## src/hdl/npclip_pkg.sv

```systemverilog
// ----------------------------------------------------------------------------
// npclip_pkg
// Shared types and constants for the near-plane triangle clipper.
// ----------------------------------------------------------------------------
package npclip_pkg;

  // fixed-point 1.0 in Q16.16
  localparam logic signed [31:0] FIX_ONE = 32'sh0001_0000;

  // queue between classifier and clip engine
  localparam int QDEPTH = 2;
  localparam int QPTR_W = (QDEPTH > 1) ? $clog2(QDEPTH) : 1;
  localparam int QCNT_W = $clog2(QDEPTH + 1);

  // configuration register map
  localparam int PADDR_W = 4;
  localparam logic [PADDR_W-1:0] ADDR_CAMERA_X = 4'h0;
  localparam logic [PADDR_W-1:0] ADDR_CAMERA_Y = 4'h4;
  localparam logic [PADDR_W-1:0] ADDR_CAMERA_Z = 4'h8;

  // clip engine timing
  localparam int DIV_STEPS = 32;
  localparam int DIV_CNT_W = $clog2(DIV_STEPS);
  localparam int MUL_OPS   = 4;
  localparam int MUL_CNT_W = $clog2(MUL_OPS + 1);

  typedef struct packed {
    logic signed [31:0] in_a_x;
    logic signed [31:0] in_a_y;
    logic signed [31:0] in_a_z;
    logic signed [31:0] in_b_x;
    logic signed [31:0] in_b_y;
    logic signed [31:0] in_b_z;
    logic signed [31:0] in_c_x;
    logic signed [31:0] in_c_y;
    logic signed [31:0] in_c_z;
    logic        [31:0] in_color;
  } in_word_t;

  typedef struct packed {
    logic signed [31:0] out_a_x;
    logic signed [31:0] out_a_y;
    logic signed [31:0] out_a_z;
    logic signed [31:0] out_b_x;
    logic signed [31:0] out_b_y;
    logic signed [31:0] out_b_z;
    logic signed [31:0] out_c_x;
    logic signed [31:0] out_c_y;
    logic signed [31:0] out_c_z;
    logic        [31:0] out_color;
    logic               out_last;
  } out_word_t;

  typedef struct packed {
    logic signed [31:0] x;
    logic signed [31:0] y;
    logic signed [31:0] z;
  } vtx_t;

  typedef enum logic [1:0] {
    KIND_PASS,
    KIND_ONE,
    KIND_TWO
  } kind_t;

  // classified triangle: pivot vertex and the two others in input order
  typedef struct packed {
    kind_t       kind;
    vtx_t        p;
    vtx_t        q1;
    vtx_t        q2;
    logic [31:0] color;
  } clip_rec_t;

  // queue handshake between modules
  typedef struct packed {
    logic full;
    logic empty;
  } q_status_t;

  typedef enum logic [2:0] {
    ST_IDLE,
    ST_DIV,
    ST_MUL,
    ST_EMIT0,
    ST_EMIT1
  } back_state_t;

  // saturating a - b on 32-bit signed values
  function automatic logic signed [31:0] sub_sat(logic signed [31:0] a,
                                                 logic signed [31:0] b);
    logic signed [32:0] d;
    d = {a[31], a} - {b[31], b};
    if (d[32] != d[31]) begin
      sub_sat = d[32] ? 32'sh8000_0000 : 32'sh7fff_ffff;
    end else begin
      sub_sat = d[31:0];
    end
  endfunction

endpackage

```

## src/hdl/npclip_back.sv

```systemverilog
// ----------------------------------------------------------------------------
// npclip_back
// Clip engine: two restoring dividers for the edge fractions, one shared
// 32x32 multiplier for the offsets, and the output register.
// ----------------------------------------------------------------------------
module npclip_back (
  input  logic                  clk,
  input  logic                  rst,
  input  npclip_pkg::q_status_t q_status,
  input  npclip_pkg::clip_rec_t pop_data,
  output logic                  pop,
  output logic                  out_valid,
  input  logic                  out_stall,
  output npclip_pkg::out_word_t out_word
);

  npclip_pkg::back_state_t          state;
  npclip_pkg::back_state_t          state_next;
  npclip_pkg::clip_rec_t            cur;
  logic [npclip_pkg::DIV_CNT_W-1:0] div_cnt;
  logic [npclip_pkg::MUL_CNT_W-1:0] mul_cnt;

  // divider lanes
  logic [31:0] den1, den2;
  logic [31:0] rem1, rem2;
  logic [31:0] quo1, quo2;
  logic [31:0] dtail;
  logic [32:0] trial1, trial2;
  logic        ge1, ge2;

  // operands for the offset products
  logic [31:0] dxm1, dym1, dxm2, dym2;
  logic [3:0]  dneg;
  logic [63:0] prod;
  logic [31:0] mul_a, mul_b;

  // clip point results
  logic signed [31:0] c1x, c1y, c2x, c2y;
  logic signed [31:0] base;
  logic               neg_sel;
  logic signed [33:0] sum;
  logic signed [31:0] sum_sat;

  logic                  out_free;
  logic                  out_load;
  npclip_pkg::out_word_t word;

  // load-time differences
  logic signed [32:0] num_s, dz1_s, dz2_s;
  logic signed [32:0] dx1_s, dy1_s, dx2_s, dy2_s;
  logic [31:0]        numm;

  function automatic logic [31:0] mag33(logic signed [32:0] a);
    logic signed [32:0] n;
    n = -a;
    mag33 = a[32] ? n[31:0] : a[31:0];
  endfunction

  function automatic logic signed [32:0] dif(logic signed [31:0] a,
                                             logic signed [31:0] b);
    dif = {a[31], a} - {b[31], b};
  endfunction

  assign num_s = dif(npclip_pkg::FIX_ONE, pop_data.p.z);
  assign dz1_s = dif(pop_data.q1.z, pop_data.p.z);
  assign dz2_s = dif(pop_data.q2.z, pop_data.p.z);
  assign dx1_s = dif(pop_data.q1.x, pop_data.p.x);
  assign dy1_s = dif(pop_data.q1.y, pop_data.p.y);
  assign dx2_s = dif(pop_data.q2.x, pop_data.p.x);
  assign dy2_s = dif(pop_data.q2.y, pop_data.p.y);
  assign numm  = mag33(num_s);

  assign out_free = !out_valid || !out_stall;

  // restoring division step
  assign trial1 = {rem1, dtail[31]};
  assign trial2 = {rem2, dtail[31]};
  assign ge1    = (trial1 >= {1'b0, den1});
  assign ge2    = (trial2 >= {1'b0, den2});

  // multiplier operand select, zero divisor gives a zero fraction
  always_comb begin
    case (mul_cnt)
      3'd0: begin mul_a = dxm1; mul_b = (den1 == '0) ? '0 : quo1; end
      3'd1: begin mul_a = dym1; mul_b = (den1 == '0) ? '0 : quo1; end
      3'd2: begin mul_a = dxm2; mul_b = (den2 == '0) ? '0 : quo2; end
      default: begin mul_a = dym2; mul_b = (den2 == '0) ? '0 : quo2; end
    endcase
  end

  // apply the previous product to the pivot
  always_comb begin
    case (mul_cnt)
      3'd1: begin base = cur.p.x; neg_sel = dneg[0]; end
      3'd2: begin base = cur.p.y; neg_sel = dneg[1]; end
      3'd3: begin base = cur.p.x; neg_sel = dneg[2]; end
      default: begin base = cur.p.y; neg_sel = dneg[3]; end
    endcase
    if (neg_sel) begin
      sum = {{2{base[31]}}, base} - {1'b0, prod[63:31]};
    end else begin
      sum = {{2{base[31]}}, base} + {1'b0, prod[63:31]};
    end
    if (sum > 34'sh0_7fff_ffff) begin
      sum_sat = 32'sh7fff_ffff;
    end else if (sum < -34'sh0_8000_0000) begin
      sum_sat = 32'sh8000_0000;
    end else begin
      sum_sat = sum[31:0];
    end
  end

  // next state
  always_comb begin
    state_next = state;
    case (state)
      npclip_pkg::ST_IDLE: begin
        if (!q_status.empty) begin
          state_next = (pop_data.kind == npclip_pkg::KIND_PASS) ?
                       npclip_pkg::ST_EMIT0 : npclip_pkg::ST_DIV;
        end
      end
      npclip_pkg::ST_DIV: begin
        if (div_cnt == npclip_pkg::DIV_CNT_W'(npclip_pkg::DIV_STEPS - 1)) begin
          state_next = npclip_pkg::ST_MUL;
        end
      end
      npclip_pkg::ST_MUL: begin
        if (mul_cnt == npclip_pkg::MUL_CNT_W'(npclip_pkg::MUL_OPS)) begin
          state_next = npclip_pkg::ST_EMIT0;
        end
      end
      npclip_pkg::ST_EMIT0: begin
        if (out_free) begin
          state_next = (cur.kind == npclip_pkg::KIND_ONE) ?
                       npclip_pkg::ST_EMIT1 : npclip_pkg::ST_IDLE;
        end
      end
      npclip_pkg::ST_EMIT1: begin
        if (out_free) begin
          state_next = npclip_pkg::ST_IDLE;
        end
      end
      default: begin
        state_next = npclip_pkg::ST_IDLE;
      end
    endcase
  end

  // outputs of the sequencer
  always_comb begin
    pop      = 1'b0;
    out_load = 1'b0;
    word     = '0;
    word.out_color = cur.color;
    case (state)
      npclip_pkg::ST_IDLE: begin
        pop = !q_status.empty;
      end
      npclip_pkg::ST_EMIT0: begin
        out_load = out_free;
        case (cur.kind)
          npclip_pkg::KIND_ONE: begin
            word.out_a_x = c1x; word.out_a_y = c1y; word.out_a_z = npclip_pkg::FIX_ONE;
            word.out_b_x = cur.q1.x; word.out_b_y = cur.q1.y; word.out_b_z = cur.q1.z;
            word.out_c_x = cur.q2.x; word.out_c_y = cur.q2.y; word.out_c_z = cur.q2.z;
            word.out_last = 1'b0;
          end
          npclip_pkg::KIND_TWO: begin
            word.out_a_x = c1x; word.out_a_y = c1y; word.out_a_z = npclip_pkg::FIX_ONE;
            word.out_b_x = c2x; word.out_b_y = c2y; word.out_b_z = npclip_pkg::FIX_ONE;
            word.out_c_x = cur.p.x; word.out_c_y = cur.p.y; word.out_c_z = cur.p.z;
            word.out_last = 1'b1;
          end
          default: begin
            word.out_a_x = cur.p.x; word.out_a_y = cur.p.y; word.out_a_z = cur.p.z;
            word.out_b_x = cur.q1.x; word.out_b_y = cur.q1.y; word.out_b_z = cur.q1.z;
            word.out_c_x = cur.q2.x; word.out_c_y = cur.q2.y; word.out_c_z = cur.q2.z;
            word.out_last = 1'b1;
          end
        endcase
      end
      npclip_pkg::ST_EMIT1: begin
        out_load = out_free;
        word.out_a_x = c1x; word.out_a_y = c1y; word.out_a_z = npclip_pkg::FIX_ONE;
        word.out_b_x = c2x; word.out_b_y = c2y; word.out_b_z = npclip_pkg::FIX_ONE;
        word.out_c_x = cur.q2.x; word.out_c_y = cur.q2.y; word.out_c_z = cur.q2.z;
        word.out_last = 1'b1;
      end
      default: begin
        pop = 1'b0;
      end
    endcase
  end

  // control registers
  always_ff @(posedge clk) begin
    if (rst) begin
      state     <= npclip_pkg::ST_IDLE;
      out_valid <= 1'b0;
      div_cnt   <= '0;
      mul_cnt   <= '0;
    end else begin
      state <= state_next;
      if (out_load) begin
        out_valid <= 1'b1;
      end else if (!out_stall) begin
        out_valid <= 1'b0;
      end
      if (state == npclip_pkg::ST_DIV) begin
        div_cnt <= div_cnt + 1'b1;
      end else begin
        div_cnt <= '0;
      end
      if (state == npclip_pkg::ST_MUL) begin
        mul_cnt <= mul_cnt + 1'b1;
      end else begin
        mul_cnt <= '0;
      end
    end
  end

  // datapath
  always_ff @(posedge clk) begin
    if (pop) begin
      cur   <= pop_data;
      den1  <= mag33(dz1_s);
      den2  <= mag33(dz2_s);
      rem1  <= {1'b0, numm[31:1]};
      rem2  <= {1'b0, numm[31:1]};
      dtail <= {numm[0], 31'b0};
      dxm1  <= mag33(dx1_s);
      dym1  <= mag33(dy1_s);
      dxm2  <= mag33(dx2_s);
      dym2  <= mag33(dy2_s);
      dneg  <= {dy2_s[32], dx2_s[32], dy1_s[32], dx1_s[32]};
    end
    if (state == npclip_pkg::ST_DIV) begin
      rem1  <= ge1 ? 32'(trial1 - {1'b0, den1}) : trial1[31:0];
      rem2  <= ge2 ? 32'(trial2 - {1'b0, den2}) : trial2[31:0];
      quo1  <= {quo1[30:0], ge1};
      quo2  <= {quo2[30:0], ge2};
      dtail <= {dtail[30:0], 1'b0};
    end
    if (state == npclip_pkg::ST_MUL) begin
      if (mul_cnt < npclip_pkg::MUL_CNT_W'(npclip_pkg::MUL_OPS)) begin
        prod <= mul_a * mul_b;
      end
      case (mul_cnt)
        3'd1: c1x <= sum_sat;
        3'd2: c1y <= sum_sat;
        3'd3: c2x <= sum_sat;
        3'd4: c2y <= sum_sat;
        default: ;
      endcase
    end
    if (out_load) begin
      out_word <= word;
    end
  end

endmodule

```

## config.mk

```make
export PLATFORM = sky130hd
export DESIGN_NAME = npclip_back
export DESIGN_NICKNAME = d
export VERILOG_FILES = /design/src/hdl/npclip_pkg.sv /design/src/hdl/npclip_back.sv
export SDC_FILE = /design/constraint.sdc
export NUM_CORES = 2
export LEC_CHECK = 0
export BUFFER_PORTS_ARGS = -buffer_cell sky130_fd_sc_hd__buf_2
export CORE_MARGIN = 1
export CORE_UTILIZATION = 50
export DETAILED_ROUTE_END_ITERATION = 10
export HOLD_SLACK_MARGIN = 0.1
export PLACE_DENSITY = 0.79
export SLEW_MARGIN = 20
export SYNTH_ARGS = -nofsm -noshare
export SYNTH_HDL_FRONTEND = slang
export SYNTH_SLANG_ARGS = --single-unit
```

## constraint.sdc

```tcl
create_clock -name clk -period 57.6 [get_ports clk]
set_input_delay 2.88 -clock clk [delete_from_list [all_inputs] [get_ports clk]]
set_output_delay 2.88 -clock clk [all_outputs]
set_load 0.1 [all_outputs]
```

==> impl_metrics.json <==
{
  "crit_slowest_cell": "a22oi_1",
  "drc": 0,
  "max_freq_mhz": 87.9,
  "synth_fp_nets": 10700,
  "r2r_end": "prod[56]",
  "startpoint_type": "flop",
  "fin_crit_ns": 11.37,
  "async_flop_share": 0,
  "worstSkewPairLatency_ns": 0.78,
  "root_buffer": "clkbuf_16",
  "clock_path_buffers": 3,
  "ioPinCount": 650,
  "fp.coreArea_sq_um": 186000,
  "yosys_most_used_dff": "edfxtp_1",
  "crit_type": "reg2reg",
  "grt_pass1_wl_mm": 463,
  "netlist_area_sq_um": 93700,
  "dp.cells": 11800,
  "fin_cells": 12100,
  "ys_types": 118,
  "r2r_setup_slack_ns": 46.23,
  "hold_buffers": 0,
  "start_util": 0.504,
  "hold_path_depth": 0,
  "finalSetupTns_ns": 0,
  "syn_inst": 8914,
  "die-area_sq_um": 189000,
  "wl_mm": 314,
  "rsz0062_at_grt": "false",
  "reg2reg_depth": 29,
  "hp-class": "reg2reg",
  "syn2layout_area_growth_pct": 11.0,
  "finalMaxSlewViolations": 0,
  "fill_cells": 15600,
  "grt_usage": 0.326,
  "multiInputGateArea_sq_um": 54100,
  "ant_nets": 0,
  "path_clk_slew_ns": 0.07,
  "wire_per_inst_microns": 26.0,
  "avgSynthCellArea_sq_um": 10.5,
  "cts_resized": 0,
  "finalCritPeriodShare": 0.197,
  "most-common-layout-cells": "1,164 x inv_1, 1,129 x edfxtp_1, 936 x nor2_1",
  "vias": 73600,
  "fp.dieW_microns": 435,
  "skew_ns": 0.0705,
  "post-dp-hpwl_mm": 248,
  "crit_path_end_kind": "flop",
  "yosysSeqAreaShare": 0.364,
  "grt_max_degree": 192,
  "reg_top3": "cur: 322 flops, out_word: 321 flops, prod: 33 flops",
  "crit_fanout": 61,
  "crit_arrival_ns": 11.89,
  "die_y_microns": 435,
  "synth-edff-count": 1129,
  "required_ns": 58.12,
  "crit_path_max_incr_delay_ns": 0.74,
  "gp_congestion": 1.02,
  "final_common_cell": "inv_1",
  "worst_pin_slew_ns": 1.32,
  "grt_pass1_vias": 73400,
  "r2r_start": "den1[1]",
  "h-tree-depth": 3,
  "holdWs_ns": 0.419,
  "largest_reg_flops": 322,
  "dr.pass1.iters": 8,
  "synth_warnings": 0,
  "hold_start": "cur[10]",
  "top_register": "cur",
  "critPathLaunch": "den1[1]",
  "clock_sinks": 1141,
  "hold_end": "out_word[11]",
  "nNetsFinal": 11300,
  "maxCapViolations": 0,
  "drive_gt1_frac": 0.123,
  "grt_antenna_before_repair": 34,
  "overflow": 0,
  "outcome": "finished clean",
  "synth-seq-cells": 1141,
  "numCtsBuffers": 114,
  "cts_tree": "yes",
  "io_buffers": 648,
  "finalHoldViolCount": 0,
  "relSlewSlack": 0.110,
  "setup-violations-final": 0,
  "cts_setup_buffers": 0,
  "drt-vias-per-instance": 6.10,
  "first_iter_violations": 7962,
  "crit_top_cell": "fa_1",
  "rows": 158,
  "final-seq-area_sq_um": 34100
}
[worst max path at each step]
| stage | endpoint | slack (ns) | cells after the start |
|---|---|---|---|
| 2_1_floorplan | dtail[31] | 21.66 | 2 |
| 3_3_place_gp | prod[56] | 46.52 | 29 |
| 3_5_place_dp | prod[56] | 46.48 | 29 |
| 4_1_cts | prod[56] | 46.43 | 31 |
| 5_1_grt | prod[63] | 45.86 | 35 |
| 6_report | prod[56] | 46.23 | 29 |
[per-stage QoR]
step | worst slack (ns) | utilization | area [sq um]
6_report | 46.23 | 0.560 | 104000
5_1_grt | 45.86 | 0.560 | 104000
2_1_floorplan | 21.66 | - | 93800
3_3_place_gp | 46.52 | 0.539 | 100000
3_5_place_dp | 46.48 | 0.539 | 100000
4_1_cts | 46.43 | 0.559 | 104000
[cell type report]
class	count	area share
Clock inverter	87	0.00880
Clock buffer	128	0.0279
Antenna cell	24	0.000577
Inverter	1166	0.0421
Timing Repair Buffer	791	0.0421
Tap cell	2480	0.0298
Sequential cell	1141	0.328
Multi-Input combinational cell	6247	0.520
[cell usage after synthesis, types with 47 or more instances]
cell      instances  area, sq um
a21o_1          169         1270
or3_1            47          294
nor3_1           94          470
a31oi_1          72          450
xnor2_1         315         2760
and3_1           93          582
o21a_1           61          458
edfxtp_1       1129        33900
nand3_1         110          551
a22o_1          286         2500
o21ai_0         266         1330
inv_1          1165         4370
a211oi_1         55          413
clkbuf_1        314         1180
nand2_1         723         2710
and2_1           76          475
nor2_1          940         3530
ha_1            566         7080
a21oi_1         414         2070
fa_1            904        18100
nand2b_1         61          382
nand4_1          50          313
nor2b_1          63          394
xor2_1          185         1620
[cells by family (layout without fill, tap and decap cells)]
group | Yosys count | in the layout | share of synthesized area
other | 0 | 24 | 0
DFF | 1141 | 1141 | 0.364
adders and majority gates | 1470 | 1470 | 0.269
xor gates and xnor gates | 502 | 502 | 0.0471
buffers and inverters | 1526 | 2172 | 0.0616
muxes | 59 | 59 | 0.00686
AOI/OAI and AO/OA | 1783 | 1783 | 0.133
and+or+nand+nor | 2433 | 2433 | 0.118
[critical path, delay by kind of cell (launching register included)]
kind	cells	cell delay [ns]
DFF	1	0.50
buffers and inverters	4	0.81
xor gates and xnor gates	1	0.15
and+or+nand+nor	4	1.31
AOI/OAI and AO/OA	11	3.82
adders and majority gates	9	4.47
[metal layers]
| metal | part of all wire | vias to the layer above | wire length [microns] | GRT usage |
|---|---|---|---|---|
| met5 | 0.00041 | - | 130 | 0 |
| met4 | 0.068 | 20 | 21400 | 0.187 |
| met3 | 0.11 | 985 | 33300 | 0.0732 |
| met2 | 0.46 | 4290 | 143000 | 0.517 |
| met1 | 0.37 | 36500 | 116000 | 0.413 |
| li1 | - | 31900 | - | - |
Power is left out: the tool's default activity adds up to more than one toggle a clock period on the data nets, which glitch-free logic cannot reach.
