$ cat config.mk
export PLATFORM = sky130hd
export DESIGN_NAME = npclip_fifo
export DESIGN_NICKNAME = d
export VERILOG_FILES = /design/src/hdl/npclip_pkg.sv /design/src/hdl/npclip_fifo.sv
export SDC_FILE = /design/constraint.sdc
export NUM_CORES = 1
export LEC_CHECK = 0
export BUFFER_PORTS_ARGS = -buffer_cell sky130_fd_sc_hd__buf_2
export CAP_MARGIN = 10
export CORE_AREA = 2 2 254 256
export CTS_BUF_LIST = sky130_fd_sc_hd__clkbuf_8 sky130_fd_sc_hd__clkbuf_16
export CTS_CLUSTER_DIAMETER = 120
export DETAILED_ROUTE_END_ITERATION = 7
export DIE_AREA = 0 0 256 258
export MAX_ROUTING_LAYER = met4
export PLACE_DENSITY_LB_ADDON = 0.15
export RECOVER_POWER = 100
export SYNTH_ARGS = -nofsm -noshare
export SYNTH_HDL_FRONTEND = slang
export SYNTH_SLANG_ARGS = --single-unit
export TNS_END_PERCENT = 10
$ cat constraint.sdc
create_clock -name clk -period 18 [get_ports clk]
set_input_delay 0 -clock clk [delete_from_list [all_inputs] [get_ports clk]]
set_output_delay 0 -clock clk [all_outputs]
set_load 0.03 [all_outputs]
$ cat src/hdl/npclip_pkg.sv
// ----------------------------------------------------------------------------
// npclip_pkg
// Shared types and constants for the near-plane triangle clipper.
// ----------------------------------------------------------------------------
package npclip_pkg;

  // fixed-point 1.0 in Q16.16
  localparam logic signed [31:0] FIX_ONE = 32'sh0001_0000;

  // queue between classifier and clip engine
  localparam int QDEPTH = 2;
  localparam int QPTR_W = (QDEPTH > 1) ? $clog2(QDEPTH) : 1;
  localparam int QCNT_W = $clog2(QDEPTH + 1);

  // configuration register map
  localparam int PADDR_W = 4;
  localparam logic [PADDR_W-1:0] ADDR_CAMERA_X = 4'h0;
  localparam logic [PADDR_W-1:0] ADDR_CAMERA_Y = 4'h4;
  localparam logic [PADDR_W-1:0] ADDR_CAMERA_Z = 4'h8;

  // clip engine timing
  localparam int DIV_STEPS = 32;
  localparam int DIV_CNT_W = $clog2(DIV_STEPS);
  localparam int MUL_OPS   = 4;
  localparam int MUL_CNT_W = $clog2(MUL_OPS + 1);

  typedef struct packed {
    logic signed [31:0] in_a_x;
    logic signed [31:0] in_a_y;
    logic signed [31:0] in_a_z;
    logic signed [31:0] in_b_x;
    logic signed [31:0] in_b_y;
    logic signed [31:0] in_b_z;
    logic signed [31:0] in_c_x;
    logic signed [31:0] in_c_y;
    logic signed [31:0] in_c_z;
    logic        [31:0] in_color;
  } in_word_t;

  typedef struct packed {
    logic signed [31:0] out_a_x;
    logic signed [31:0] out_a_y;
    logic signed [31:0] out_a_z;
    logic signed [31:0] out_b_x;
    logic signed [31:0] out_b_y;
    logic signed [31:0] out_b_z;
    logic signed [31:0] out_c_x;
    logic signed [31:0] out_c_y;
    logic signed [31:0] out_c_z;
    logic        [31:0] out_color;
    logic               out_last;
  } out_word_t;

  typedef struct packed {
    logic signed [31:0] x;
    logic signed [31:0] y;
    logic signed [31:0] z;
  } vtx_t;

  typedef enum logic [1:0] {
    KIND_PASS,
    KIND_ONE,
    KIND_TWO
  } kind_t;

  // classified triangle: pivot vertex and the two others in input order
  typedef struct packed {
    kind_t       kind;
    vtx_t        p;
    vtx_t        q1;
    vtx_t        q2;
    logic [31:0] color;
  } clip_rec_t;

  // queue handshake between modules
  typedef struct packed {
    logic full;
    logic empty;
  } q_status_t;

  typedef enum logic [2:0] {
    ST_IDLE,
    ST_DIV,
    ST_MUL,
    ST_EMIT0,
    ST_EMIT1
  } back_state_t;

  // saturating a - b on 32-bit signed values
  function automatic logic signed [31:0] sub_sat(logic signed [31:0] a,
                                                 logic signed [31:0] b);
    logic signed [32:0] d;
    d = {a[31], a} - {b[31], b};
    if (d[32] != d[31]) begin
      sub_sat = d[32] ? 32'sh8000_0000 : 32'sh7fff_ffff;
    end else begin
      sub_sat = d[31:0];
    end
  endfunction

endpackage

$ cat src/hdl/npclip_fifo.sv
// ----------------------------------------------------------------------------
// npclip_fifo
// Short register queue of classified triangles between front and back.
// ----------------------------------------------------------------------------
module npclip_fifo (
  input  logic                  clk,
  input  logic                  rst,
  input  logic                  push,
  input  npclip_pkg::clip_rec_t push_data,
  input  logic                  pop,
  output npclip_pkg::clip_rec_t pop_data,
  output npclip_pkg::q_status_t status
);

  npclip_pkg::clip_rec_t           entry [npclip_pkg::QDEPTH];
  logic [npclip_pkg::QPTR_W-1:0]   wr_ptr;
  logic [npclip_pkg::QPTR_W-1:0]   rd_ptr;
  logic [npclip_pkg::QCNT_W-1:0]   count;

  assign status.full  = (count == npclip_pkg::QCNT_W'(npclip_pkg::QDEPTH));
  assign status.empty = (count == '0);
  assign pop_data     = entry[rd_ptr];

  // pointer wrap
  function automatic logic [npclip_pkg::QPTR_W-1:0] bump(
      logic [npclip_pkg::QPTR_W-1:0] p);
    if (p == npclip_pkg::QPTR_W'(npclip_pkg::QDEPTH - 1)) begin
      bump = '0;
    end else begin
      bump = p + 1'b1;
    end
  endfunction

  // pointers and fill count
  always_ff @(posedge clk) begin
    if (rst) begin
      wr_ptr <= '0;
      rd_ptr <= '0;
      count  <= '0;
    end else begin
      if (push) begin
        wr_ptr <= bump(wr_ptr);
      end
      if (pop) begin
        rd_ptr <= bump(rd_ptr);
      end
      if (push && !pop) begin
        count <= count + 1'b1;
      end else if (pop && !push) begin
        count <= count - 1'b1;
      end
    end
  end

  // storage
  always_ff @(posedge clk) begin
    if (push) begin
      entry[wr_ptr] <= push_data;
    end
  end

endmodule

==> key figures, run 1 <==
Global route
  • Vias in the first global route: 14590
  • First-pass GRT wire length: 86930 um
  • Overall routing resource usage: 0.1802
  • Gr ovfl total: 0
  • Antenna violations before repair: 7
  • Largest net degree at the start of global routing: between 150 and 200

Routing
  • Remaining antenna violation count: 0
  • Post-route DRC: 0
  • 1st-pass router iterations: 5
  • Drt wl/cell: 20.07 um
  • Vias: 13440
  • DRT iter0 DRCs: 728
  • Vias per cell: 4.542
  • Final WL: 59400 um

Floorplan
  • DIE WIDTH: 256 um
  • Die H: 258 um
  • Die area: 0.06605 mm^2
  • Starting Density: 0.3723
  • Placement Rows: slightly above 90
  • Core ar.: 0.06365 mm^2
  • # IOs: 650

Placement
  • Final GP Congestion: 0.8496
  • Hpwl dp: about 40000 um
  • Area post-placement: 0.02776 mm^2
  • I/O Buffers: 649

Timing
  • Max-slew headroom: -5.389
  • Final hold vios: 0
  • Setup TNS: 0 ns
  • Crit share post-route: 0.5733
  • RSZ-0062 raised after global routing: false
  • Fmax: 0.09691 GHz
  • Clock Skew: 0.01402 ns
  • Worst slew pin tran: roughly 9.6 ns
  • Final slew viol count: 584
  • Final setup vio count: 0
  • Minimum clock period: 10.32 ns

Yosys
  • Mapped Nets: 1351
  • Top cell type's share of synthesized area: 0.8162
  • Synth unique cells: 17
  • Synth warn: 0
  • Simple-Gate Fraction of Synth Area: 0.001848
  • Post-Synth XOR/XNOR Area: 0.001479
  • Combinational family with the most area after synthesis: multiplexers
  • Post-Synthesis Cells: 1024
  • Yosys reg bits: 649
  • Post-synth EDFFs: 644
  • Syn Area/Cell: 23.14 um^2
  • Compound-Gate Fraction of Synth Area: 0.0004225
  • Top FF cell, synth: edfxtp_1
  • Share of flip-flops with an asynchronous set or reset: 0
  • Syn Std Cell Area: ~0.024 mm^2
  • Sequential fraction of the synthesis area: 0.8204
  • Biggest area consumer among synthesized cells: edfxtp_1
  • Synth area leaders: edfxtp_1 82%, mux2_2 13%, mux2_4 2.5%, buf_6 1.5%, mux2_1 0.43%
  • Share of synthesized area spent on multiplexers: 0.1594
  • Adder-cell share of the synthesized area: 0.0005281

Worst hold path
  • Worst Hold Depth: 2
  • Worst Hold Class: input pin to flop
  • Hold Path Sink: entry[0][123]
  • Hold Startpoint: push_data[123]

Clock tree
  • Clk root buf: clkbuf_16
  • # resized after CTS: 0
  • Max clock buf depth: 3
  • TritonCTS Buffers: 71
  • CTS tree: done
  • Clock sinks: roughly 650
  • Post-CTS setup repair buffer count: 0
  • CTS clock-pin slew for the worst setup and hold paths: ~0.06 ns
  • Htree depth: 3
  • Skew-Pair Late Insertion Delay: 0.59 ns

Pwr
  • Logic gate share of total power: 0.145
  • Flop pwr share: 0.492
  • Pwr dens: between 100 and 150 mW/mm^2
  • Net Switching: around 0.00094 W
  • Clock share of power: 0.363
  • Maximum VDD drop: 0.07605 mV
  • Pint: 0.002728 W
  • Sw Share: 0.2555
  • Leak Pwr: 11.13 nW

Critical path
  • Req. time, crit path: 18.00 ns
  • Critical Path Fanout Max: 75
  • Startpoint Class: flop
  • WS Path Type: flop to output port
  • FF-to-FF path depth: 3
  • Worst reg2reg setup slack: 9.36 ns
  • FF-to-FF Start: wr_ptr
  • Arr. time, crit path: between 10 and 15 ns
  • Crit path capture type: output port
  • Reg-to-reg critical path endpoint: entry[1][222]

Status
  • Status: complete, but fails checks
  • Failing checks: max-capacitance violations, max-slew violations

Finish
  • Fill cell count: between 5000 and 6000
  • Layout Area Growth over Synthesis: 36.78%
  • Fin util: 0.5092
  • Design area: around 0.032 mm^2
  • Nets: roughly 2400
  • Fraction of layout cells with a size suffix above 1: 0.2546

Flow run
  • Number of max-cap violations: 8
-- area by class of cell --
| class | count | area [um^2] | share of cell area |
|---|---|---|---|
| Sequential cell | 649 | 19440 | 0.5998 |
| Timing Repair Buffer | 984 | 5995 | 0.1850 |
| Multi-Input combinational cell | 338 | 3742 | 0.1155 |
| Clock buffer | 74 | 1829 | 0.05644 |
| Tap cell | 855 | 1070 | 0.03301 |
| Clock inverter | 51 | 311.5 | 0.009613 |
| Antenna cell | 8 | 20.02 | 0.0006177 |
| Inverter | 1 | 3.754 | 0.0001158 |
-- kinds of logic (layout without fill, tap and decap cells) --
family	count (synthesis)	after routing
flip-flops	649	649
multiplexers	322	322
buffers and inverters	37	1110
AND/OR/NAND/NOR	9	9
XOR/XNOR	4	4
AO/OA/AOI/OAI	2	2
adder cells (fa/ha/maj)	1	1
other	0	8
-- worst max-delay path by stage --
stage	start	end	slack, ns	cells past startpoint
after floorplan	wr_ptr	entry[0][0]	2.44	1
after global placement	flop	pop_data[239]	13.78	5
after detailed placement	flop	pop_data[295]	13.69	5
after CTS	flop	pop_data[295]	13.04	5
after global routing	flop	pop_data[185]	6.56	5
final	flop	pop_data[132]	7.68	5
-- stage by stage --
step	power [W]	cells	setup slack [ns]	hold slack (ns)
final	0.003665	2960	7.681	0.1306
after global routing	0.003801	2959	6.559	0.1039
after CTS	0.003733	2952	13.04	0.08171
after detailed placement	0.002327	2501	13.69	0.1907
after global placement	0.002322	2501	13.78	0.1865
after floorplan	0.002195	1024	2.442	0.06907
-- cell usage in the layout, fill, tap and decap left out --
cell type and count:
mux2_4 2, inv_6 4, diode_2 8, a21oi_1 1
edfxtp_1 644, dlygate4sd3_1 326, bufinv_16 2, xnor2_1 2
clkinvlp_4 3, buf_12 2, buf_4 1, clkbuf_8 2
clkinv_2 11, clkinv_1 13, ha_1 1, clkbuf_16 72
clkinv_4 2, dfxtp_1 5, clkinv_8 1, o21ai_0 1
inv_1 16, buf_2 173, nor2_1 5, nor2b_4 1
buf_1 4, clkbuf_2 7, mux2_1 69, mux2_2 251
clkbuf_1 471, xor2_1 2, or3_1 1, nor2b_1 1
and2_0 1
-- Yosys cell counts (2+ instances only) --
| cell type | number |
|---|---|
| buf_6 | 31 |
| xor2_1 | 2 |
| nor2b_1 | 2 |
| nor2_1 | 5 |
| buf_2 | 5 |
| edfxtp_1 | 644 |
| mux2_1 | 9 |
| xnor2_1 | 2 |
| dfxtp_1 | 5 |
| mux2_4 | 40 |
| mux2_2 | 273 |
-- power groups by stage --
stage               registers, W  clock network (W)  logic [W]
CTS                      0.00179            0.00137   0.000565
finish                   0.00180            0.00133   0.000531
global placement         0.00182                  0   0.000498
floorplan                0.00185                  0   0.000343
global route             0.00181            0.00143   0.000562
detailed placement       0.00183                  0   0.000501
-- state kept, by name, summed over array words and instances, names as in the netlist, named ones only --
signal  flops
count       2
wr_ptr      1
entry     644
rd_ptr      1
-- timing repair --
item / in CTS / in global routing
hold buffers: 326 / 0
setup endpoints to repair: 0 / 0
endpoints found under the hold margin: 649 / 0
-- critical path, stage by stage, from the launching register on --
cell and delay (ns):
dfxtp_1 1.76, clkbuf_1 2.97, clkbuf_1 3.03, buf_4 1.08, mux2_2 0.42, clkbuf_1 0.22
-- per-layer routing --
layer,vias up,track usage,share of wire
met5,-,-,0
met4,0,0.08739,0.041
met3,146,0.04653,0.060
met2,456,0.3062,0.52
met1,6680,0.1975,0.38
li1,6161,-,-
Power figures use the tool's default switching activity.
==> run 2: changes to the inputs <==
- ABC_AREA: default -> 1
- clock period: 18 -> 10.6 ns (I/O delays scaled with it)
==> run 2 against run 1 <==
Net effect:
- the run still ends with max-capacitance violations, max-slew violations left
- utilization barely moved
- total power grew 67%
- final cell count up 0.24%
- critical path depth decreased by 1
- setup slack got worse by 3.7 ns
- clock skew is 0.0051 ns higher
- register-to-register slack got worse by 5.4 ns
- non-clock buffer count up 1
- die area unchanged
- wire length decreased by 2.7%
- critical path type is now flop to flop
==> key figures, run 2 <==
Routing
  • Vias per cell: around 4.5
  • 1st-pass router iterations: 6
  • Vias: 13420
  • Post-route DRC: 0
  • Drt wl/cell: 19.48 um
  • DRT iter0 DRCs: 717
  • Final WL: 57790 um
  • Remaining antenna violation count: 0

Finish
  • Fraction of layout cells with a size suffix above 1: 0.2461
  • Non-Filler Instances: 2967
  • Most frequent cells in the layout: 644 x edfxtp_1, 507 x clkbuf_1, 326 x dlygate4sd3_1
  • Number of flip-flops in the largest register: 644
  • Most flops, register: entry
  • Fin util: 0.5090
  • Commonest non-fill, non-tap cell in the layout: edfxtp_1
  • Layout Area Growth over Synthesis: 36.62%
  • Biggest registers after layout: entry (644), count (2)
  • Nets: 2384

Clock tree
  • TritonCTS Buffers: 71
  • Clock sinks: 649
  • Clk root buf: clkbuf_16
  • Max clock buf depth: 3
  • Htree depth: 3
  • # resized after CTS: 0
  • CTS clock-pin slew for the worst setup and hold paths: about 0.06 ns
  • CTS tree: done
  • Skew-Pair Late Insertion Delay: just under 0.6 ns

Yosys
  • Biggest area consumer among synthesized cells: edfxtp_1
  • Top cell type's share of synthesized area: 0.8154
  • Syn Std Cell Area: 0.02372 mm^2
  • Commonest cells in the netlist: 644 x edfxtp_1, 274 x mux2_2, 40 x mux2_4
  • Synth warn: 0
  • Most frequent cell after synthesis: edfxtp_1
  • Mapped Nets: approximately 1400
  • Synth unique cells: 17
  • Yosys reg bits: 649
  • Sequential fraction of the synthesis area: 0.8197
  • Post-Synthesis Cells: between 1000 and 1500
  • Post-synth EDFFs: 644
  • Top FF cell, synth: edfxtp_1
  • Syn Area/Cell: about 23 um^2
  • Synth area leaders: edfxtp_1 82%, mux2_2 13%, mux2_4 2.5%, buf_6 1.5%, dfxtp_1 0.42%
  • Share of flip-flops with an asynchronous set or reset: 0

Global route
  • Largest net degree at the start of global routing: 170
  • Antenna violations before repair: 3
  • Overall routing resource usage: 0.1744
  • First-pass GRT wire length: 85620 um
  • Gr ovfl total: 0
  • Vias in the first global route: 14680

Timing
  • Final setup vio count: 0
  • Minimum clock period: approximately 6.6 ns
  • Hold slack: 0.1366 ns
  • Final hold vios: 0
  • Fmax: 0.1515 GHz
  • Crit share post-route: 0.6229
  • Setup TNS: 0 ns
  • Max-slew headroom: -2.065
  • Clock Skew: 0.01907 ns
  • Worst slew pin tran: ~4.6 ns
  • RSZ-0062 raised after global routing: false
  • Final slew viol count: 526

Critical path
  • Critical Path Fanout Max: roughly 150
  • Arr. time, crit path: approximately 6.7 ns
  • Reg-to-reg critical path endpoint: entry[1][224]
  • FF-to-FF Start: wr_ptr
  • Crit path from: wr_ptr
  • CP Capture Point: entry[1][224]
  • WS Path Type: flop to flop
  • Critical Path Max Stage Delay: 2.50 ns
  • Slowest cell on the critical path: clkbuf_1
  • Startpoint Class: flop
  • Worst reg2reg setup slack: 4.00 ns
  • Worst path cell trace: nand2_1 > inv_8 > clkbuf_1 > clkbuf_1
  • Crit path capture type: flop
  • Most used cell, CP: clkbuf_1
  • FF-to-FF path depth: 4
  • Req. time, crit path: around 11 ns

Floorplan
  • Starting Density: 0.3726
  • # IOs: between 600 and 700
  • Placement Rows: slightly above 90
  • Die H: 258 um
  • Core ar.: 0.06365 mm^2
  • Die area: 0.06605 mm^2
  • DIE WIDTH: approximately 260 um

Pwr
  • Leak Pwr: 11.12 nW
  • Pwr dens: 189.0 mW/mm^2
  • Maximum VDD drop: 0.1419 mV
  • Total Power: 0.006122 W

Placement
  • Placed cells: 2513
  • I/O Buffers: roughly 650
  • Final GP Congestion: 0.7979
  • Hpwl dp: 38650 um

Status
  • Failing checks: max-capacitance violations, max-slew violations
  • Status: complete, but fails checks

Worst hold path
  • Hold Startpoint: push_data[168]
  • Worst Hold Class: input pin to flop

Flow run
  • Number of max-cap violations: 7
[run 2: changes by cell type after synthesis, moves of 2 or more]
cell / change
inv_1: +8
nand2_1: +5
nor2_1: +2
nor2b_1: -2
xor2_1: -2
[run 2: worst max-delay path: cells and delay by family (launching register included)]
kind / cells / cell delay (ns)
DFF: 1 / 0.35
buffers and inverters: 3 / 5.40
and+or+nand+nor: 1 / 0.14
[run 2: layout make-up]
cell class | count | area (um^2)
Fill cell | 5613 | 31250
Timing Repair Buffer | 985 | 5933
Tap cell | 855 | 1070
Multi-Input combinational cell | 341 | 3779
Clock inverter | 52 | 304.0
Inverter | 9 | 41.29
Antenna cell | 3 | 7.507
Sequential cell | 649 | 19440
Clock buffer | 73 | 1827
[run 2: timing repair]
action | CTS | global route
hold buffers | 326 | 0
endpoints found under the hold margin | 671 | 0
buffers inserted | 0 | 0
[run 2: report_power, final]
part / total (W) / switching (W) / internal, W
Combinational: 0.000839 / 0.000540 / 0.000299
Sequential: 0.00303 / 0.0000412 / 0.00299
Clock: 0.00225 / 0.000958 / 0.00129
[run 2: worst min-delay path by stage]
| stage | end | slack [ns] | cells after the start |
|---|---|---|---|
| final | entry[0][168] | 0.14 | 2 |
| after global routing | entry[0][168] | 0.1 | 2 |
| after CTS | entry[0][248] | 0.08 | 2 |
| after detailed placement | entry[1][309] | 0.19 | 1 |
| after global placement | entry[0][295] | 0.19 | 1 |
| after floorplan | flop | 0.07 | 1 |
[run 2: cell families after synthesis]
| group | share of synthesized area |
|---|---|
| mux | 0.1592 |
| simple gates | 0.002585 |
| compound gates | 0.0004217 |
| flops | 0.8197 |
| buf+inv | 0.01720 |
| xor+xnor | 0.0003694 |
| fa+ha+maj | 0.0005275 |
[run 2: routing by layer]
metal  part of all wire  vias to the layer above  GRT usage
met5                  0                        -          -
met4              0.033                        0    0.07001
met3              0.057                      106    0.04172
met2               0.54                      425     0.3114
met1               0.37                     6705     0.1863
li1                   -                     6187          -
[run 2: metrics by stage]
| step | cell area, um^2 | setup slack [ns] |
|---|---|---|
| 2_1_floorplan | 23720 | 1.356 |
| 3_3_place_gp | 27770 | 7.061 |
| 3_5_place_dp | 27770 | 6.984 |
| 4_1_cts | 33160 | 6.339 |
| 5_1_grt | 32400 | 3.358 |
| 6_report | 32400 | 3.997 |
