<file path="src/hdl/npclip_pkg.sv">
// ----------------------------------------------------------------------------
// npclip_pkg
// Shared types and constants for the near-plane triangle clipper.
// ----------------------------------------------------------------------------
package npclip_pkg;

  // fixed-point 1.0 in Q16.16
  localparam logic signed [31:0] FIX_ONE = 32'sh0001_0000;

  // queue between classifier and clip engine
  localparam int QDEPTH = 2;
  localparam int QPTR_W = (QDEPTH > 1) ? $clog2(QDEPTH) : 1;
  localparam int QCNT_W = $clog2(QDEPTH + 1);

  // configuration register map
  localparam int PADDR_W = 4;
  localparam logic [PADDR_W-1:0] ADDR_CAMERA_X = 4'h0;
  localparam logic [PADDR_W-1:0] ADDR_CAMERA_Y = 4'h4;
  localparam logic [PADDR_W-1:0] ADDR_CAMERA_Z = 4'h8;

  // clip engine timing
  localparam int DIV_STEPS = 32;
  localparam int DIV_CNT_W = $clog2(DIV_STEPS);
  localparam int MUL_OPS   = 4;
  localparam int MUL_CNT_W = $clog2(MUL_OPS + 1);

  typedef struct packed {
    logic signed [31:0] in_a_x;
    logic signed [31:0] in_a_y;
    logic signed [31:0] in_a_z;
    logic signed [31:0] in_b_x;
    logic signed [31:0] in_b_y;
    logic signed [31:0] in_b_z;
    logic signed [31:0] in_c_x;
    logic signed [31:0] in_c_y;
    logic signed [31:0] in_c_z;
    logic        [31:0] in_color;
  } in_word_t;

  typedef struct packed {
    logic signed [31:0] out_a_x;
    logic signed [31:0] out_a_y;
    logic signed [31:0] out_a_z;
    logic signed [31:0] out_b_x;
    logic signed [31:0] out_b_y;
    logic signed [31:0] out_b_z;
    logic signed [31:0] out_c_x;
    logic signed [31:0] out_c_y;
    logic signed [31:0] out_c_z;
    logic        [31:0] out_color;
    logic               out_last;
  } out_word_t;

  typedef struct packed {
    logic signed [31:0] x;
    logic signed [31:0] y;
    logic signed [31:0] z;
  } vtx_t;

  typedef enum logic [1:0] {
    KIND_PASS,
    KIND_ONE,
    KIND_TWO
  } kind_t;

  // classified triangle: pivot vertex and the two others in input order
  typedef struct packed {
    kind_t       kind;
    vtx_t        p;
    vtx_t        q1;
    vtx_t        q2;
    logic [31:0] color;
  } clip_rec_t;

  // queue handshake between modules
  typedef struct packed {
    logic full;
    logic empty;
  } q_status_t;

  typedef enum logic [2:0] {
    ST_IDLE,
    ST_DIV,
    ST_MUL,
    ST_EMIT0,
    ST_EMIT1
  } back_state_t;

  // saturating a - b on 32-bit signed values
  function automatic logic signed [31:0] sub_sat(logic signed [31:0] a,
                                                 logic signed [31:0] b);
    logic signed [32:0] d;
    d = {a[31], a} - {b[31], b};
    if (d[32] != d[31]) begin
      sub_sat = d[32] ? 32'sh8000_0000 : 32'sh7fff_ffff;
    end else begin
      sub_sat = d[31:0];
    end
  endfunction

endpackage

</file>
<file path="src/hdl/npclip_front.sv">
// ----------------------------------------------------------------------------
// npclip_front
// Takes input words, moves them to camera space and classifies them
// by how many vertices lie behind the near plane.
// ----------------------------------------------------------------------------
module npclip_front (
  input  logic                  clk,
  input  logic                  rst,
  input  logic                  in_valid,
  output logic                  in_stall,
  input  npclip_pkg::in_word_t  in_word,
  input  logic signed [31:0]    camera_x,
  input  logic signed [31:0]    camera_y,
  input  logic signed [31:0]    camera_z,
  input  npclip_pkg::q_status_t q_status,
  output logic                  push,
  output npclip_pkg::clip_rec_t push_data
);

  npclip_pkg::vtx_t      v [3];
  logic [2:0]            behind;
  npclip_pkg::clip_rec_t rec;
  logic                  hold_valid;
  npclip_pkg::clip_rec_t hold;
  logic                  take;

  // camera-relative vertices
  always_comb begin
    v[0].x = npclip_pkg::sub_sat(in_word.in_a_x, camera_x);
    v[0].y = npclip_pkg::sub_sat(in_word.in_a_y, camera_y);
    v[0].z = npclip_pkg::sub_sat(in_word.in_a_z, camera_z);
    v[1].x = npclip_pkg::sub_sat(in_word.in_b_x, camera_x);
    v[1].y = npclip_pkg::sub_sat(in_word.in_b_y, camera_y);
    v[1].z = npclip_pkg::sub_sat(in_word.in_b_z, camera_z);
    v[2].x = npclip_pkg::sub_sat(in_word.in_c_x, camera_x);
    v[2].y = npclip_pkg::sub_sat(in_word.in_c_y, camera_y);
    v[2].z = npclip_pkg::sub_sat(in_word.in_c_z, camera_z);
  end

  assign behind[0] = (v[0].z < npclip_pkg::FIX_ONE);
  assign behind[1] = (v[1].z < npclip_pkg::FIX_ONE);
  assign behind[2] = (v[2].z < npclip_pkg::FIX_ONE);

  // pick pivot: the lone vertex of its side, the others keep input order
  always_comb begin
    rec.color = in_word.in_color;
    rec.kind  = npclip_pkg::KIND_PASS;
    rec.p     = v[0];
    rec.q1    = v[1];
    rec.q2    = v[2];
    case (behind)
      3'b000: begin
        rec.kind = npclip_pkg::KIND_PASS;
      end
      3'b001, 3'b110: begin
        rec.kind = behind[0] ? npclip_pkg::KIND_ONE : npclip_pkg::KIND_TWO;
      end
      3'b010, 3'b101: begin
        rec.kind = behind[1] ? npclip_pkg::KIND_ONE : npclip_pkg::KIND_TWO;
        rec.p    = v[1];
        rec.q1   = v[0];
      end
      3'b100, 3'b011: begin
        rec.kind = behind[2] ? npclip_pkg::KIND_ONE : npclip_pkg::KIND_TWO;
        rec.p    = v[2];
        rec.q1   = v[0];
        rec.q2   = v[1];
      end
      default: begin
        rec.kind = npclip_pkg::KIND_PASS;
      end
    endcase
  end

  assign push      = hold_valid && !q_status.full;
  assign push_data = hold;
  assign in_stall  = hold_valid && q_status.full;
  assign take      = in_valid && !in_stall;

  // holding register; fully hidden triangles are dropped here
  always_ff @(posedge clk) begin
    if (rst) begin
      hold_valid <= 1'b0;
    end else if (take) begin
      hold_valid <= (behind != 3'b111);
    end else if (push) begin
      hold_valid <= 1'b0;
    end
  end

  always_ff @(posedge clk) begin
    if (take) begin
      hold <= rec;
    end
  end

endmodule

</file>
<file path="config.mk">
export PLATFORM = sky130hd
export DESIGN_NAME = npclip_front
export DESIGN_NICKNAME = d
export VERILOG_FILES = /design/src/hdl/npclip_pkg.sv /design/src/hdl/npclip_front.sv
export SDC_FILE = /design/constraint.sdc
export NUM_CORES = 1
export LEC_CHECK = 0
export ABC_AREA = 1
export BUFFER_PORTS_ARGS = -buffer_cell sky130_fd_sc_hd__buf_2
export CORE_MARGIN = 2
export CORE_UTILIZATION = 35
export CTS_CLUSTER_DIAMETER = 200
export DETAILED_ROUTE_END_ITERATION = 10
export PLACE_DENSITY_LB_ADDON = 0.1
export SYNTH_ARGS = -nofsm -noshare
export SYNTH_HDL_FRONTEND = slang
export SYNTH_SLANG_ARGS = --single-unit
</file>
<file path="constraint.sdc">
create_clock -name clk -period 47.8 [get_ports clk]
set_input_delay 2.39 -clock clk [delete_from_list [all_inputs] [get_ports clk]]
set_output_delay 2.39 -clock clk [all_outputs]
set_load 0.02 [all_outputs]
</file>
==> impl_metrics.tcl, run 1 <==
set metrics [dict create \
    run_status "finished, final reports clean" \
    num-nets-final 6983 \
    vias 39411 \
    timing.critical_path.from_type "input pin" \
    tightest_slew_ns 1.42 \
    wl_met1_um 74100 \
    mostFrequentLayoutCell "sky130_fd_sc_hd__nand2_1" \
    pin_count 745 \
    initial_core_util 0.354 \
    synth_seq_cells 323 \
    post_synth_fa_ha_maj_area_fraction 0.111 \
    clk_root_buffer_cell "sky130_fd_sc_hd__clkbuf_16" \
    globalRoute.totalOverflow 0 \
    worst_case_vdd_ir_drop_mv 0.0265 \
    post-route-worst-setup-slack_ns 36.99 \
    share_comb_of_total_power 0.595 \
    r2r_slack_ns 44.30 \
    synthMuxAreaShare 0 \
    grt_pass1_wl_um 241000 \
    p_seq_frac 0.244 \
    worstPathRequired_ns 48.07 \
    most-common-layout-cells "sky130_fd_sc_hd__nand2_1, sky130_fd_sc_hd__inv_1, sky130_fd_sc_hd__buf_2, sky130_fd_sc_hd__nand3_1, sky130_fd_sc_hd__a21oi_1" \
    clockPowerShare 0.161 \
    cts_tree "done" \
    die_area_um2 104000 \
    clk-insertion-delay-late_ns 0.64 \
    area_delta_synth_final_pct 17.6 \
    grt_usage 0.314 \
    synth-xor-area-share 0.0293 \
    routed_wirelength_um 169000 \
    postCtsSetupRepairBufs 0 \
    cts_buffers 43 \
    mappedNetlistNets 6325 \
    timing.clock.skew_ns 0.0460 \
    regToRegEndpoint "push_data[115]$_DFFE_PP_" \
    clkTransAtPathRegs_ns 0.07 \
    timing.final.hold_violations 0 \
    power_density_nw_per_um2 49.8 \
    drv_cap 0 \
    detailroute.wirelength.met3_um 13600 \
    synth-seq-area-share 0.272 \
    leakage_uw 0.0227 \
    yosysWarnings 0 \
    cts.path.max_buffers 3 \
    final_min_period_over_clock_period 0.226 \
    worst_path_max_delay_cell "sky130_fd_sc_hd__buf_4" \
    grt_pass1_vias 36954 \
    netlist-cell-type-count 52 \
    placementRows 116 \
    met2_length_um 76400 \
    cts.sink_count 323 \
    crit_path_end_kind "flip-flop" \
    finalCriticalPeriod_ns 10.81 \
    post-place-ws_ns 36.43 \
    post_cts_resized 0 \
    achievable-frequency_ghz 0.0925 \
    cellInternalPower_uw 989 \
    cpMostUsedCell "sky130_fd_sc_hd__nand2_1" \
    detailed_placer_s_ending_hpwl_um 139000 \
    reg2regPathDepth 5 \
    detailedRoute.firstIterationViolations 3688 \
    die_height_um 323 \
    fillerInstances 11079 \
    synth_cells 5593 \
    swShare 0.525 \
    cts.hold.buffers_added 0 \
    final-setup-viol-count 0 \
    antenna_left 0 \
    critPathMaxStageDelay_ns 0.90 \
    area_fraction_in_compound_gates_after_synthesis 0.118 \
    regToRegStartpoint "hold_valid$_SDFFE_PP0P_" \
    cp_arrival_ns 11.07 \
    dr.pass1.iters 6 \
    unrepaired_setup_endpoints_after_global_routing "false" \
    worst_hold_path.endpoint "hold_valid$_SDFFE_PP0P_" \
    layout-drive-gt1-share 0.147 \
    holdPathStages 2 \
    category_of_the_most_critical_setup_path "input pin to flip-flop" \
    slew-limit-headroom 0.0445 \
    die_w_um 323 \
    highest_layer "met5" \
    gpl.final_weighted_congestion 0.984 \
    slew_violations 0 \
    p_sw_uw 1090 \
    hold_path_class "flip-flop to flip-flop" \
    viasPerCell 5.15 \
    fin_tns_setup_ns 0 \
    htree_levels 2 \
    largest_fanout_on_the_critical_path 85 \
    synth.cell_area_um2 35600 \
    io_port_bufs 743 \
    worstHoldStart "hold_valid$_SDFFE_PP0P_" \
    placeableCoreArea_um2 100000 \
    synth_top_family_by_area "simple AND/OR/NAND/NOR gates" \
    syn_avg_cell_area_um2 6.36 \
    maximum_number_of_pins_on_one_net_before_global_route_repair 92 \
    drc_errors 0 \
    yosys.area_share.simple 0.359 \
    wl_per_cell_um 22.1 \
    antenna_found_initial 21 \
]
-- power groups by stage --
| stage | Sequential [uW] | Clock (uW) | Combinational (uW) |
|---|---|---|---|
| finish | 508 | 335 | 1240 |
| floorplan | 635 | 0 | 656 |
| CTS | 509 | 343 | 1230 |
| global placement | 512 | 0 | 1220 |
| global route | 515 | 352 | 1350 |
| detailed placement | 513 | 0 | 1220 |
-- worst max-delay path by stage --
stage	startpoint	endpoint	slack, ns	cells past startpoint
after floorplan	q_status[1]	push_data[0]$_DFFE_PP_	30.87	3
after global placement	camera_z[1]	push_data[60]$_DFFE_PP_	36.49	29
after detailed placement	camera_z[12]	push_data[60]$_DFFE_PP_	36.43	30
after CTS	camera_z[11]	push_data[60]$_DFFE_PP_	37.08	30
after global routing	camera_z[11]	push_data[60]$_DFFE_PP_	36.53	30
final	camera_z[11]	push_data[60]$_DFFE_PP_	36.99	30
-- worst max-delay path: cells and delay by family --
family / cells / cell delay (ns)
fa+ha+maj: 2 / 1.23
compound gates: 3 / 0.71
buf+inv: 7 / 2.82
xor+xnor: 1 / 0.24
simple gates: 17 / 3.45
-- cell type report --
type	count	area, um2	share of cell area
timing repair buffer	769	3910	0.0936
tap	1357	1700	0.0406
sequential	323	9690	0.232
antenna	11	27.5	0.000658
clock buffer	50	1100	0.0264
multi-input combinational	4296	22000	0.526
clock inverter	28	305	0.00730
inverter	818	3070	0.0735
-- synth_stat cells (all sizes together) --
library cell  count  area share
a2111oi           2     0.00049
a211oi            4     0.00084
a21boi           10      0.0021
a21o             30      0.0063
a21oi           348       0.049
a221oi            7      0.0017
a31o              1     0.00025
a31oi            22      0.0039
a41oi             1     0.00025
and2              8      0.0014
buf             102       0.018
clkbuf           54      0.0057
clkinv            7     0.00074
dfxtp             1     0.00056
edfxtp          322        0.27
fa                9      0.0051
ha              302        0.11
inv             811       0.086
nand2          2089        0.22
nand2b            1     0.00018
nand3           520       0.074
nand3b           19      0.0040
nand4            39      0.0069
nor2            338       0.036
nor3             35      0.0049
nor4             21      0.0037
o2111ai           4     0.00098
o211ai           17      0.0036
o21a             12      0.0025
o21ai           263       0.037
o21bai           33      0.0070
o221a             1     0.00032
o221ai            3     0.00074
o311ai            3     0.00074
o31ai             2     0.00042
or2              33      0.0058
xnor2            42       0.010
xor2             77       0.019
-- state kept, by name, indices dropped and copies added (netlist names) --
| register | cells |
|---|---|
| hold_valid | 1 |
| push_data | 322 |
-- metal layers --
| layer | GRT usage | vias to the layer above |
|---|---|---|
| met5 | 0 | - |
| met4 | 0.0940 | 6 |
| met3 | 0.0580 | 212 |
| met2 | 0.508 | 1542 |
| met1 | 0.424 | 18187 |
| li1 | - | 19464 |
-- logic make-up after synthesis --
group	Yosys count
and+or+nand+nor	3103
xor gates and xnor gates	119
adders and majority gates	311
AOI/OAI and AO/OA	763
DFF	323
buffers and inverters	974
-- per-stage QoR --
stage	cells	util	total power, uW	hold slack (ns)	cell area (um2)
after floorplan	5593	-	1290	0.452	35600
after global placement	7563	0.402	1730	0.474	40400
after detailed placement	7563	0.402	1730	0.500	40400
after CTS	7641	0.416	2080	0.509	41800
after global routing	7651	0.416	2210	0.539	41800
final	7652	0.416	2080	0.506	41800
Note: power is estimated with default switching activity, not from simulation.
==> inputs of run 2 (changes only) <==
- ABC_AREA: 1 -> 0
- clock period: 47.8 -> 8.9 ns (I/O delays scaled with it)
==> impl_metrics.tcl, run 2 <==
set metrics [dict create \
    fin_tns_setup_ns 0 \
    postCtsSetupRepairBufs 0 \
    wl_per_cell_um 26.6 \
    die_w_um 310 \
    run_status "finished, final reports clean" \
    antenna_found_initial 9 \
    cts_buffers 45 \
    htree_levels 2 \
    worstPathRequired_ns 9.33 \
    post-route-worst-setup-slack_ns 1.99 \
    clk_root_buffer_cell "sky130_fd_sc_hd__clkbuf_16" \
    stdcell_count 5740 \
    mappedNetlistNets 4481 \
    vias 33949 \
    unrepaired_setup_endpoints_after_global_routing "false" \
    detailed_placer_s_ending_hpwl_um 119000 \
    most-common-layout-cells "sky130_fd_sc_hd__buf_2, sky130_fd_sc_hd__a21oi_1, sky130_fd_sc_hd__edfxtp_1, sky130_fd_sc_hd__ha_1, sky130_fd_sc_hd__nor2_1" \
    final_min_period_over_clock_period 0.776 \
    post-place-ws_ns 1.47 \
    synthMostInstantiatedCell "sky130_fd_sc_hd__a21oi_1" \
    cts_tree "done" \
    routed_wirelength_um 153000 \
    cts.path.max_buffers 3 \
    detailedRoute.firstIterationViolations 3573 \
    largest_register_ff_count 322 \
    netlist-cell-type-count 85 \
    antenna_left 0 \
    clkTransAtPathRegs_ns 0.06 \
    syn_avg_cell_area_um2 8.73 \
    synthFlopType "sky130_fd_sc_hd__edfxtp_1" \
    num-nets-final 5178 \
    critPathMaxStageDelay_ns 0.56 \
    gpl.final_weighted_congestion 0.972 \
    tightest_slew_ns 1.38 \
    placementRows 112 \
    die_height_um 310 \
    mostFrequentLayoutCell "sky130_fd_sc_hd__buf_2" \
    placeableCoreArea_um2 93000 \
    largest_fanout_on_the_critical_path 47 \
    synth.cell_area_um2 32700 \
    cts.sink_count 323 \
    synth.top_cells.by_count "sky130_fd_sc_hd__a21oi_1, sky130_fd_sc_hd__edfxtp_1, sky130_fd_sc_hd__ha_1, sky130_fd_sc_hd__nor2_1, sky130_fd_sc_hd__o21ai_0" \
    achievable-frequency_ghz 0.145 \
    yosysWarnings 0 \
    maximum_number_of_pins_on_one_net_before_global_route_repair 116 \
    report.power.total_uw 11300 \
    finalCriticalPeriod_ns 6.91 \
    synth-edff-count 322 \
    timing.clock.skew_ns 0.0240 \
    post-synth-top-area-cell "sky130_fd_sc_hd__edfxtp_1" \
    slew-limit-headroom 0.0684 \
    async_flop_share 0 \
    grt_pass1_wl_um 216000 \
    synth_seq_cells 323 \
    placed_cells 5620 \
    area_delta_synth_final_pct 21.6 \
    r2r_slack_ns 5.93 \
    die_area_um2 96000 \
    final-setup-viol-count 0 \
    timing.final.hold_violations 0 \
    drc_errors 0 \
    initial_core_util 0.352 \
    slew_violations 0 \
    dr.pass1.iters 6 \
    path_cells "buf_2, inv_1, ha_1, fa_1, nand2b_1, a21oi_2, o21ai_1, o31a_1, or4_4, a2111oi_0, o21ai_0, ha_1, nor3b_1, or3_1, a221o_1, or4_1, o21a_1, o21ai_4, buf_4, and2_4, buf_12, nor2_1, nor2_1" \
    synth_cells 3749 \
    synth-seq-area-share 0.296 \
    clk-insertion-delay-late_ns 0.63 \
    globalRoute.totalOverflow 0 \
    ys_top_cells_by_area "sky130_fd_sc_hd__edfxtp_1, sky130_fd_sc_hd__ha_1, sky130_fd_sc_hd__a21oi_1" \
    drv_cap 0 \
    worst_case_vdd_ir_drop_mv 0.221 \
    pin_count 745 \
    hold_path_class "input pin to flip-flop" \
    crit_path_end_kind "flip-flop" \
    grt_usage 0.303 \
    synthDominantCellAreaShare 0.295 \
    io_port_bufs 743 \
    timing.critical_path.from_type "input pin" \
    layout-drive-gt1-share 0.210 \
    worst_path_max_delay_cell "sky130_fd_sc_hd__or4_1" \
    cp_arrival_ns 7.34 \
    grt_pass1_vias 32041 \
    category_of_the_most_critical_setup_path "input pin to flip-flop" \
    leakage_uw 0.0175 \
    power_density_nw_per_um2 283 \
    viasPerCell 5.91 \
]
-- run 2: cell types whose count changed after synthesis, moves of 61 or more --
cell / previous run / this run
sky130_fd_sc_hd__xnor2_1: 42 / 143
sky130_fd_sc_hd__clkbuf_1: 54 / 134
sky130_fd_sc_hd__a21o_1: 30 / 144
sky130_fd_sc_hd__nand3_1: 516 / 65
sky130_fd_sc_hd__nand2_1: 2078 / 209
sky130_fd_sc_hd__inv_1: 782 / 195
sky130_fd_sc_hd__a21boi_0: 10 / 85
sky130_fd_sc_hd__o221ai_1: 3 / 78
sky130_fd_sc_hd__mux2i_1: 0 / 103
sky130_fd_sc_hd__o22ai_1: 0 / 61
-- run 2: area by class of cell --
type,count,area (um2)
fill,9588,53200
multi-input combinational,3037,21600
sequential,323,9690
timing repair buffer,843,4690
tap,1254,1570
clock buffer,51,1150
inverter,196,736
clock inverter,33,365
antenna,3,7.51
-- run 2: timing repair --
item                                   in CTS  in global routing
setup endpoints to repair                   0                  0
endpoints found under the hold margin      33                  0
resized for setup                           0                  0
hold buffers                               33                  0
-- run 2: critical path: cells and delay by family --
kind,cells,cell delay [ns]
fa+ha+maj,3,1.10
buf+inv,4,0.79
simple gates,8,2.50
compound gates,8,2.43
-- run 2: through the flow --
stage	utilization	hold WS [ns]	area [um2]
2_1_floorplan	-	0.457	32700
3_3_place_gp	0.408	0.497	38000
3_5_place_dp	0.408	0.500	38000
4_1_cts	0.428	0.114	39800
5_1_grt	0.428	0.150	39800
6_report	0.428	0.143	39800
-- run 2: cell families after synthesis --
family | after synthesis | synth area share
AOI/OAI and AO/OA | 1480 | 0.302
and+or+nand+nor | 872 | 0.126
buffers and inverters | 389 | 0.0481
DFF | 323 | 0.296
adders and majority gates | 322 | 0.124
xor gates and xnor gates | 230 | 0.0615
muxes | 133 | 0.0418
-- run 2: where the power goes --
group / internal, uW / switching, uW / total, uW / leakage, uW
combinational: 2130 / 4440 / 6570 / 0.0137
sequential: 2480 / 295 / 2770 / 0.00310
clock: 1090 / 827 / 1920 / 0.000721
total: 5700 / 5560 / 11300 / 0.0175
-- run 2: layer usage --
metal,track usage,up-vias,wire [um]
li1,-,15675,-
met1,0.403,16431,64700
met2,0.509,1623,71700
met3,0.0499,208,12200
met4,0.0803,12,4180
met5,0,-,76
-- run 2: final timing paths --
path / from / endpoint / cells after the start
worst min register to register: hold_valid$_SDFFE_PP0P_ / hold_valid$_SDFFE_PP0P_ / 2
worst max-delay path: in_word[128] / push_data[213]$_DFFE_PP_ / 23
worst max register to register: hold_valid$_SDFFE_PP0P_ / push_data[6]$_DFFE_PP_ / 4
worst min-delay path: q_status[1] / hold_valid$_SDFFE_PP0P_ / 3
